### config.mk
export PLATFORM = sky130hd
export DESIGN_NAME = activity_burst_detector
export DESIGN_NICKNAME = d
export VERILOG_FILES = /design/src/hdl/abd_pkg.sv /design/src/hdl/abd_history.sv /design/src/hdl/activity_burst_detector.sv
export SDC_FILE = /design/constraint.sdc
export NUM_CORES = 1
export LEC_CHECK = 0
export BUFFER_PORTS_ARGS = -buffer_cell sky130_fd_sc_hd__buf_2
export CORE_MARGIN = 4
export CORE_UTILIZATION = 30
export CTS_CLUSTER_DIAMETER = 120
export DETAILED_ROUTE_END_ITERATION = 8
export MAX_ROUTING_LAYER = met4
export PLACE_DENSITY = 0.4
export SLEW_MARGIN = 30
export SYNTH_ARGS = -nofsm -noshare
export SYNTH_HDL_FRONTEND = slang
export SYNTH_SLANG_ARGS = --single-unit
### constraint.sdc
create_clock -name clk -period 5.3 [get_ports clk]
set_input_delay 0.53 -clock clk [delete_from_list [all_inputs] [get_ports clk]]
set_output_delay 0.53 -clock clk [all_outputs]
set_load 0.05 [all_outputs]
### src/hdl/abd_pkg.sv
// ----------------------------------------------------------------------------
// abd_pkg
// Shared widths, register indexes, limits and the activity function of the
// activity burst detector.
// ----------------------------------------------------------------------------
package abd_pkg;

  localparam int BYTE_W      = 8;
  localparam int ACT_W       = 7;
  localparam int RATIO_W     = 10;
  localparam int FLOOR_W     = 7;
  localparam int COOL_W      = 12;
  localparam int CFG_DATA_W  = 12;
  localparam int CFG_INDEX_W = 2;

  localparam int DEF_HISTORY_DEPTH = 60;
  localparam int DEF_WARMUP_TICKS  = 60;

  // Configuration register indexes
  localparam logic [CFG_INDEX_W-1:0] REG_SPIKE_RATIO    = 2'd0;
  localparam logic [CFG_INDEX_W-1:0] REG_ACTIVITY_FLOOR = 2'd1;
  localparam logic [CFG_INDEX_W-1:0] REG_COOLDOWN_TICKS = 2'd2;

  localparam logic [RATIO_W-1:0] RATIO_LOW   = 10'd110;
  localparam logic [RATIO_W-1:0] RATIO_HIGH  = 10'd1000;
  localparam logic [RATIO_W-1:0] RATIO_RESET = 10'd250;
  localparam logic [FLOOR_W-1:0] FLOOR_LOW   = 7'd1;
  localparam logic [FLOOR_W-1:0] FLOOR_HIGH  = 7'd100;
  localparam logic [FLOOR_W-1:0] FLOOR_RESET = 7'd25;
  localparam logic [COOL_W-1:0]  COOL_LOW    = 12'd1;
  localparam logic [COOL_W-1:0]  COOL_HIGH   = 12'd3600;
  localparam logic [COOL_W-1:0]  COOL_RESET  = 12'd5;

  localparam logic [ACT_W-1:0] ACTIVITY_MAX = 7'd100;
  localparam logic [ACT_W-1:0] PCT_SCALE    = 7'd100;

  // Request from the pipeline to the history store
  typedef struct packed {
    logic             rd;      // item accepted: read the oldest entry
    logic             wr;      // item leaves stage one: replace that entry
    logic [ACT_W-1:0] wr_act;
  } abd_hist_req_t;

  // activity = min(100, |dropped| + (|spread| >> 1))
  function automatic logic [ACT_W-1:0] activity(input logic [BYTE_W-1:0] spread,
                                                input logic [BYTE_W-1:0] dropped);
    logic [BYTE_W-1:0] mag_s;
    logic [BYTE_W-1:0] mag_d;
    logic [BYTE_W:0]   total;
    mag_s = spread[BYTE_W-1] ? BYTE_W'(~spread + 8'd1) : spread;
    mag_d = dropped[BYTE_W-1] ? BYTE_W'(~dropped + 8'd1) : dropped;
    total = {1'b0, mag_d} + {2'b00, mag_s[BYTE_W-1:1]};
    if (total > (BYTE_W+1)'(ACTIVITY_MAX)) begin
      return ACTIVITY_MAX;
    end
    return total[ACT_W-1:0];
  endfunction

endpackage

### src/hdl/abd_history.sv
// ----------------------------------------------------------------------------
// abd_history
// Ring of past activity values in a synchronous RAM, with its running sum.
// ----------------------------------------------------------------------------
module abd_history import abd_pkg::*; #(
  parameter int HISTORY_DEPTH = DEF_HISTORY_DEPTH,
  parameter int SUM_W         = 13
) (
  input  logic                clk,
  input  logic                rst,
  input  abd_hist_req_t       req,
  output logic [SUM_W-1:0]    sum
);

  localparam int ADDR_W = $clog2(HISTORY_DEPTH);
  localparam logic [ADDR_W-1:0] LAST = ADDR_W'(HISTORY_DEPTH - 1);

  logic [ACT_W-1:0]  mem [HISTORY_DEPTH];
  logic [ACT_W-1:0]  rdata;
  logic [ADDR_W-1:0] head;
  logic [ADDR_W-1:0] wr_addr;
  logic              wrapped;
  logic              rd_live;
  logic              pending;
  logic [ACT_W-1:0]  old_act;
  logic [SUM_W-1:0]  sum_next;

  // RAM: read old entry on accept, write the new one on its write request
  always_ff @(posedge clk) begin
    if (req.rd) begin
      rdata <= mem[head];
    end
    if (req.wr) begin
      mem[wr_addr] <= req.wr_act;
    end
  end

  always_ff @(posedge clk) begin
    if (req.rd) begin
      wr_addr <= head;
      rd_live <= wrapped;
    end
  end

  // Entries fill in address order, so before the first wrap the head entry
  // has never been written and counts as zero.
  assign old_act  = rd_live ? rdata : '0;
  assign sum_next = sum - SUM_W'(old_act) + SUM_W'(req.wr_act);

  always_ff @(posedge clk) begin
    if (rst) begin
      head    <= '0;
      wrapped <= 1'b0;
      sum     <= '0;
      pending <= 1'b0;
    end else begin
      if (req.rd) begin
        if (head == LAST) begin
          head    <= '0;
          wrapped <= 1'b1;
        end else begin
          head <= head + 1'b1;
        end
      end
      if (req.wr) begin
        sum <= sum_next;
      end
      if (req.rd) begin
        pending <= 1'b1;
      end else if (req.wr) begin
        pending <= 1'b0;
      end
    end
  end

  a_wr_after_rd: assert property (@(posedge clk) disable iff (rst)
    req.wr |-> pending) else $error("history write without a read");

  a_one_open: assert property (@(posedge clk) disable iff (rst)
    (req.rd && !req.wr) |-> !pending) else $error("two history reads open");

  a_sum_bound: assert property (@(posedge clk) disable iff (rst)
    sum <= SUM_W'(HISTORY_DEPTH * 100)) else $error("history sum out of range");

endmodule

### src/hdl/activity_burst_detector.sv
// ----------------------------------------------------------------------------
// activity_burst_detector
// Folds RSSI spread and dropped frames into an activity value and reports
// bursts above a rolling average, with a floor and a cooldown.
// ----------------------------------------------------------------------------
// The block takes one item per clock cycle when the output side keeps up, and
// a burst result is loaded into the output register after the last stage.
// The pipeline is four stages: accept and history RAM read, running-sum
// update and RAM write-back, average by reciprocal multiply, then ratio
// multiply, followed by the compare and cooldown update that load the
// output register. Stages hold when the output register is full and not
// taken, so new items are still accepted until the bubbles are used up. The
// history starts empty after reset with no clearing pass; the first
// WARMUP_TICKS items only fill the history and give no result. Configuration
// writes are clamped to each register's range and unknown indexes are
// dropped; write them only while no item is in flight.
module activity_burst_detector import abd_pkg::*; #(
  parameter int HISTORY_DEPTH = DEF_HISTORY_DEPTH,
  parameter int WARMUP_TICKS  = DEF_WARMUP_TICKS
) (
  input  logic                     clk,
  input  logic                     rst,
  input  logic                     cfg_write,
  input  logic [CFG_INDEX_W-1:0]   cfg_index,
  input  logic [CFG_DATA_W-1:0]    cfg_data,
  input  logic                     in_valid,
  output logic                     in_ready,
  input  logic signed [BYTE_W-1:0] rssi_spread,
  input  logic signed [BYTE_W-1:0] frames_dropped,
  output logic                     out_valid,
  input  logic                     out_ready,
  output logic [ACT_W-1:0]         burst_intensity
);

  // Sum of the whole ring and exact divide by HISTORY_DEPTH through a
  // rounded-up reciprocal: floor(sum * RECIP / 2^SHIFT) == floor(sum / D)
  localparam int SUM_W   = $clog2(HISTORY_DEPTH * 100 + 1);
  localparam int LOG_D   = $clog2(HISTORY_DEPTH);
  localparam int SHIFT   = SUM_W + LOG_D;
  localparam int RECIP_W = SUM_W + 1;
  localparam int RECIP   = ((1 << SHIFT) + HISTORY_DEPTH - 1) / HISTORY_DEPTH;
  localparam int PROD_W  = SUM_W + RECIP_W;
  localparam int MUL_W   = ACT_W + RATIO_W;
  localparam int WARM_W  = $clog2(WARMUP_TICKS + 1);

  // Configuration registers
  logic [RATIO_W-1:0] spike_ratio_percent;
  logic [FLOOR_W-1:0] activity_floor;
  logic [COOL_W-1:0]  cooldown_ticks;

  // Detector state outside the RAM
  logic [WARM_W-1:0]  warmup_left;
  logic [COOL_W-1:0]  cooldown_left;
  logic [COOL_W-1:0]  cool_dec;
  logic               hit;

  // Pipeline stages
  logic               v1, v2, v3, v4;
  logic               go1, go2, go3, go4;
  logic               rdy1, rdy2, rdy3, rdy4;
  logic               accept;
  logic [ACT_W-1:0]   act1, act2, act3, act4;
  logic               warm1, warm2, warm3, warm4;
  logic [SUM_W-1:0]   sum2;
  logic [PROD_W-1:0]  prod3;
  logic [ACT_W-1:0]   avg3;
  logic [MUL_W-1:0]   lhs4, rhs4;

  logic [SUM_W-1:0]   hist_sum;
  abd_hist_req_t      hist_req;

  function automatic logic [CFG_DATA_W-1:0] clamp_cfg(input logic [CFG_DATA_W-1:0] v,
                                                      input logic [CFG_DATA_W-1:0] lo,
                                                      input logic [CFG_DATA_W-1:0] hi);
    if (v < lo) begin
      return lo;
    end
    if (v > hi) begin
      return hi;
    end
    return v;
  endfunction

  // Clamp and store configuration writes
  always_ff @(posedge clk) begin
    if (rst) begin
      spike_ratio_percent <= RATIO_RESET;
      activity_floor      <= FLOOR_RESET;
      cooldown_ticks      <= COOL_RESET;
    end else if (cfg_write) begin
      case (cfg_index)
        REG_SPIKE_RATIO: begin
          spike_ratio_percent <= RATIO_W'(clamp_cfg(cfg_data,
            CFG_DATA_W'(RATIO_LOW), CFG_DATA_W'(RATIO_HIGH)));
        end
        REG_ACTIVITY_FLOOR: begin
          activity_floor <= FLOOR_W'(clamp_cfg(cfg_data,
            CFG_DATA_W'(FLOOR_LOW), CFG_DATA_W'(FLOOR_HIGH)));
        end
        REG_COOLDOWN_TICKS: begin
          cooldown_ticks <= COOL_W'(clamp_cfg(cfg_data,
            CFG_DATA_W'(COOL_LOW), CFG_DATA_W'(COOL_HIGH)));
        end
        default: begin
        end
      endcase
    end
  end

  // Elastic flow: a stage advances when the one after it is empty or moving
  assign rdy4     = !out_valid || out_ready;
  assign go4      = v4 && rdy4;
  assign rdy3     = !v4 || rdy4;
  assign go3      = v3 && rdy3;
  assign rdy2     = !v3 || rdy3;
  assign go2      = v2 && rdy2;
  assign rdy1     = !v2 || rdy2;
  assign go1      = v1 && rdy1;
  assign in_ready = !v1 || rdy1;
  assign accept   = in_valid && in_ready;

  always_ff @(posedge clk) begin
    if (rst) begin
      v1 <= 1'b0;
      v2 <= 1'b0;
      v3 <= 1'b0;
      v4 <= 1'b0;
    end else begin
      if (accept) begin
        v1 <= 1'b1;
      end else if (go1) begin
        v1 <= 1'b0;
      end
      if (go1) begin
        v2 <= 1'b1;
      end else if (go2) begin
        v2 <= 1'b0;
      end
      if (go2) begin
        v3 <= 1'b1;
      end else if (go3) begin
        v3 <= 1'b0;
      end
      if (go3) begin
        v4 <= 1'b1;
      end else if (go4) begin
        v4 <= 1'b0;
      end
    end
  end

  // Warmup counts accepted items; the flag rides along with the item
  always_ff @(posedge clk) begin
    if (rst) begin
      warmup_left <= WARM_W'(WARMUP_TICKS);
    end else if (accept && warmup_left != '0) begin
      warmup_left <= warmup_left - 1'b1;
    end
  end

  // Stage 1: activity and history RAM read
  always_ff @(posedge clk) begin
    if (accept) begin
      act1  <= activity(rssi_spread, frames_dropped);
      warm1 <= (warmup_left != '0);
    end
  end

  assign hist_req.rd     = accept;
  assign hist_req.wr     = go1;
  assign hist_req.wr_act = act1;

  abd_history #(
    .HISTORY_DEPTH (HISTORY_DEPTH),
    .SUM_W         (SUM_W)
  ) u_history (
    .clk (clk),
    .rst (rst),
    .req (hist_req),
    .sum (hist_sum)
  );

  // Stage 2: capture the sum before this item's own append
  always_ff @(posedge clk) begin
    if (go1) begin
      act2  <= act1;
      warm2 <= warm1;
      sum2  <= hist_sum;
    end
  end

  // Stage 3: sum times reciprocal
  always_ff @(posedge clk) begin
    if (go2) begin
      act3  <= act2;
      warm3 <= warm2;
      prod3 <= PROD_W'(sum2) * PROD_W'(RECIP);
    end
  end

  assign avg3 = prod3[SHIFT +: ACT_W];

  // Stage 4: both sides of the ratio test
  always_ff @(posedge clk) begin
    if (go3) begin
      act4  <= act3;
      warm4 <= warm3;
      lhs4  <= MUL_W'(act3) * MUL_W'(PCT_SCALE);
      rhs4  <= MUL_W'(avg3) * MUL_W'(spike_ratio_percent);
    end
  end

  // Cooldown counts every item, warmup included, before the test
  assign cool_dec = (cooldown_left != '0) ? cooldown_left - 1'b1 : '0;
  assign hit      = !warm4 && (cool_dec == '0) && (act4 >= activity_floor) &&
                    (lhs4 >= rhs4);

  always_ff @(posedge clk) begin
    if (rst) begin
      cooldown_left <= '0;
      out_valid     <= 1'b0;
    end else begin
      if (out_valid && out_ready) begin
        out_valid <= 1'b0;
      end
      if (go4) begin
        cooldown_left <= hit ? cooldown_ticks : cool_dec;
        if (hit) begin
          out_valid <= 1'b1;
        end
      end
    end
  end

  always_ff @(posedge clk) begin
    if (go4 && hit) begin
      burst_intensity <= act4;
    end
  end

  a_reload: assert property (@(posedge clk) disable iff (rst)
    (go4 && hit) |=> cooldown_left == cooldown_ticks)
    else $error("cooldown not reloaded after a burst");

  a_quiet_warmup: assert property (@(posedge clk) disable iff (rst)
    (warmup_left != '0) |-> !out_valid)
    else $error("burst reported during warmup");

  a_result_range: assert property (@(posedge clk) disable iff (rst)
    out_valid |-> (burst_intensity != '0 && burst_intensity <= ACTIVITY_MAX))
    else $error("burst intensity out of range");

  a_cool_range: assert property (@(posedge clk) disable iff (rst)
    cooldown_left <= COOL_HIGH)
    else $error("cooldown counter out of range");

endmodule

==> summary.json <==
{
  "clocking": {
    "worst_setup_hold_path_clk_slew_ns": 0.06,
    "tritoncts_num_sinks": 591,
    "post_cts.repair.setup_buffers": 0,
    "clk_root_buffer_cell": "sky130_fd_sc_hd__clkbuf_16",
    "cts_buffers": 69,
    "clock_tree.buffer_depth": 3,
    "cts_tree": "built",
    "clk_latency_ns": 0.62,
    "maximum_level_of_the_cts_h_tree": 3,
    "holdBufCountCts": 0,
    "cts_repair_resized_insts": 0
  },
  "sta": {
    "totalNegativeSetupSlack_ns": 0,
    "tightest_slew_ns": 0.991,
    "max-slew-margin-rel_pct": 33.6,
    "post-route-period-util_pct": 92.3,
    "final_period_minus_worst_setup_slack_ns": 4.89,
    "report.final.slew_viol_count": 0,
    "hold_violations_final": 0,
    "final_hold_slack_ns": 0.262,
    "clock.fmax_mhz": 204,
    "setup_violations": 0,
    "unrepaired_setup_endpoints_after_global_routing": "no",
    "skew_ns": 0.0441
  },
  "synthesis": {
    "yosys_warnings": 0,
    "synth.avg_cell_area_um2": 14.6,
    "post_synth_instance_area_mm2": 0.0289,
    "yosysTopAreaCell": "sky130_fd_sc_hd__edfxtp_1",
    "ys_types": 66,
    "dominant_register_cell_in_the_synthesized_netlist": "sky130_fd_sc_hd__edfxtp_1",
    "synthesis.instances": 1980,
    "synth_area_leaders": "sky130_fd_sc_hd__edfxtp_1 54%, sky130_fd_sc_hd__mux4_2 10%, sky130_fd_sc_hd__ha_1 7.7%, sky130_fd_sc_hd__dfxtp_1 5.0%, sky130_fd_sc_hd__fa_1 4.7%",
    "synth_enable_flop_cells": 519,
    "postSynth.asyncResetShare_pct": 0,
    "synthDominantCellAreaShare_pct": 53.9,
    "ys_seq_elements": 591,
    "synth_sequential_area_ratio_pct": 58.8,
    "syn-num-nets": 2260
  },
  "floorplanning": {
    "placeable_core_region_mm2": 0.0953,
    "die_x_um": 319,
    "initial_utilization_pct": 30.4,
    "floorplan.die_area_mm2": 0.101,
    "die_y_um": 319,
    "boundaryPins": 44,
    "number_of_placement_rows": 113
  },
  "critical_path": {
    "criticalPathCategory": "reg -> reg",
    "cp.required_ns": 5.65,
    "start_kind": "flip-flop",
    "cp_cell_sequence": "nand2_1, fa_1, fa_1, inv_1, fa_1, inv_1, fa_1, inv_1, ha_1, o21a_1, a21oi_1, o21ai_0, a41o_1, a31o_2, a21oi_1, xnor2_1",
    "register_to_register_setup_slack_ns": 0.41,
    "cp_slowest_cell": "sky130_fd_sc_hd__fa_1",
    "critical_path.endpoint_type": "flip-flop",
    "slowest_cell_delay_on_critical_path_ns": 0.57,
    "dominant_cell_type_by_count_on_the_critical_path": "sky130_fd_sc_hd__fa_1",
    "cp_max_fo": 10,
    "timing.reg2reg.worst_path_depth": 16,
    "cp.arrival_ns": 5.24,
    "timing.rr.end": "rhs4[16]$_DFFE_PP_",
    "rr_startpoint": "prod3[25]$_DFFE_PP_",
    "worst_setup_path_startpoint": "prod3[25]$_DFFE_PP_"
  },
  "worst_hold_path": {
    "min_path_cells": 3,
    "hold_end": "activity_floor[1]$_SDFFE_PP0P_",
    "worst_hold_path_type": "in -> reg",
    "hold_start": "cfg_data[1]"
  },
  "placement": {
    "place_congestion": 0.761,
    "port_buffers": 43,
    "detailedPlacementHpwl_mm": 47.9
  },
  "grt": {
    "maximum_number_of_pins_on_one_net_before_global_route_repair": 62,
    "first_global_vias": 16950,
    "grt_pass1_wl_mm": 109,
    "antenna_violations_before_repair": 0,
    "grt_usage_pct": 14.5,
    "grt_overflow_total": 0
  },
  "status": {
    "outcome": "finished clean"
  },
  "drt": {
    "routed_wire_length_per_instance_um": 21.2,
    "via_count": 16055,
    "route.detailed.drc": 0,
    "first_pass_iters": 6,
    "initialDrtViolationCount": 1108,
    "vias_per_cell": 4.78,
    "post_detailed_routing_wire_length_mm": 71.1,
    "ant_nets": 0
  },
  "pwr": {
    "leakagePower_nw": 11.7,
    "vdd.ir_drop.worst_mv": 0.251,
    "total_design_power_mw": 14.0,
    "p_per_area_mw_per_mm2": 426
  },
  "flow_run": {
    "timing.max_cap.violations": 0
  },
  "final_layout": {
    "final_net_count": 2328,
    "area_occupied_by_registers_mm2": 0.0170,
    "diodes": 0,
    "drive_gt1_share_pct": 15.0,
    "final.fill_count": 9286,
    "area.growth.synth_to_final_pct": 13.8,
    "multi_input_area_mm2": 0.0110
  }
}
[critical path: cells and delay by family (launching register included)]
kind | cells | cell delay, ns
adder cells (fa/ha/maj) | 5 | 2.50
AND/OR/NAND/NOR | 1 | 0.13
buffers and inverters | 3 | 0.16
XOR/XNOR | 1 | 0.09
flip-flops | 1 | 0.51
AO/OA/AOI/OAI | 6 | 1.24
[worst max path at each step]
stage / endpoint / cells after the start
floorplan: rhs4[16]$_DFFE_PP_ / 17
global placement: rhs4[16]$_DFFE_PP_ / 16
detailed placement: rhs4[16]$_DFFE_PP_ / 16
CTS: rhs4[16]$_DFFE_PP_ / 16
global route: rhs4[16]$_DFFE_PP_ / 16
finish: rhs4[16]$_DFFE_PP_ / 16
[layer usage]
layer | track usage [%] | routed length (um) | share of wire [%] | vias up
li1 | - | - | - | 7533
met1 | 19.4 | 33100 | 47 | 8214
met2 | 23.5 | 34300 | 48 | 215
met3 | 2.25 | 2250 | 3.2 | 93
met4 | 3.47 | 1400 | 2.0 | 0
met5 | - | 0 | 0 | -
[layout make-up]
class	count	share of cell area, %
timing repair buffer	69	1.40
clock inverter	26	0.908
sequential	591	51.7
multi-input combinational	1138	33.4
tap	1265	4.81
inverter	179	2.04
clock buffer	92	5.70
[state kept, by name (all words and copies together), names as in the netlist, 6 cells and up]
register             count
act1                     7
activity_floor           7
sum2                    13
u_history.rdata          7
act2                     7
cooldown_left           12
lhs4                     9
rhs4                    17
u_history.sum           13
u_history.wr_addr        6
warmup_left              6
u_history.head           6
burst_intensity          7
spike_ratio_percent     10
act4                     7
u_history.mem          420
act3                     7
prod3                    7
cooldown_ticks          12
[cells in the final DEF (no fill, tap or decap), types with 14 or more instances in the layout]
cell                        netlist  final
sky130_fd_sc_hd__clkbuf_1        52     19
sky130_fd_sc_hd__dfxtp_1         72     69
sky130_fd_sc_hd__clkbuf_16        0     71
sky130_fd_sc_hd__a211oi_1        16     16
sky130_fd_sc_hd__buf_4            0     22
sky130_fd_sc_hd__nand2_1         99     99
sky130_fd_sc_hd__mux4_2         131    131
sky130_fd_sc_hd__a21o_1          18     18
sky130_fd_sc_hd__nand2b_1        15     15
sky130_fd_sc_hd__nor3_1          29     29
sky130_fd_sc_hd__nor2_1         142    142
sky130_fd_sc_hd__fa_1            68     68
sky130_fd_sc_hd__inv_1          178    178
sky130_fd_sc_hd__ha_1           177    177
sky130_fd_sc_hd__xnor2_1         44     44
sky130_fd_sc_hd__xor2_1          14     14
sky130_fd_sc_hd__edfxtp_1       519    519
sky130_fd_sc_hd__buf_2            6     43
sky130_fd_sc_hd__and2_1          65     65
sky130_fd_sc_hd__o21ai_0         40     40
sky130_fd_sc_hd__nand3_1         20     20
sky130_fd_sc_hd__a21oi_1         71     71
sky130_fd_sc_hd__or3_1           14     14
[cell families after synthesis]
family	count (synthesis)	synth area share [%]
simple gates	458	7.86
mux	145	10.7
xor+xnor	58	1.76
compound gates	232	5.18
fa+ha+maj	245	12.4
buf+inv	251	3.33
flops	591	58.8
[power breakdown]
group          switching, mW  internal (mW)
Clock                   1.89           2.73
Sequential             0.143           5.55
Combinational           2.17           1.54
[synth_stat cells (all sizes together), types with 13 or more instances]
cell type  count
and2          66
a31oi         13
nand3         20
clkbuf        52
nor2         142
nand2         99
or3           14
dfxtp         72
buf           20
edfxtp       519
ha           177
mux2i         13
a211oi        16
xor2          14
mux4         131
xnor2         44
o21ai         40
inv          178
fa            68
nor3          29
a21oi         71
a21o          18
nand2b        15
[per-stage QoR]
step / area, um2 / util, % / cells / setup slack (ns)
floorplan: 28900 / - / 1980 / 0.757
global placement: 30700 / 32.2 / 3241 / 0.432
detailed placement: 30700 / 32.2 / 3241 / 0.420
CTS: 32900 / 34.5 / 3359 / 0.361
global route: 32900 / 34.5 / 3360 / 0.144
finish: 32900 / 34.5 / 3360 / 0.409
Power figures use the tool's default switching activity.
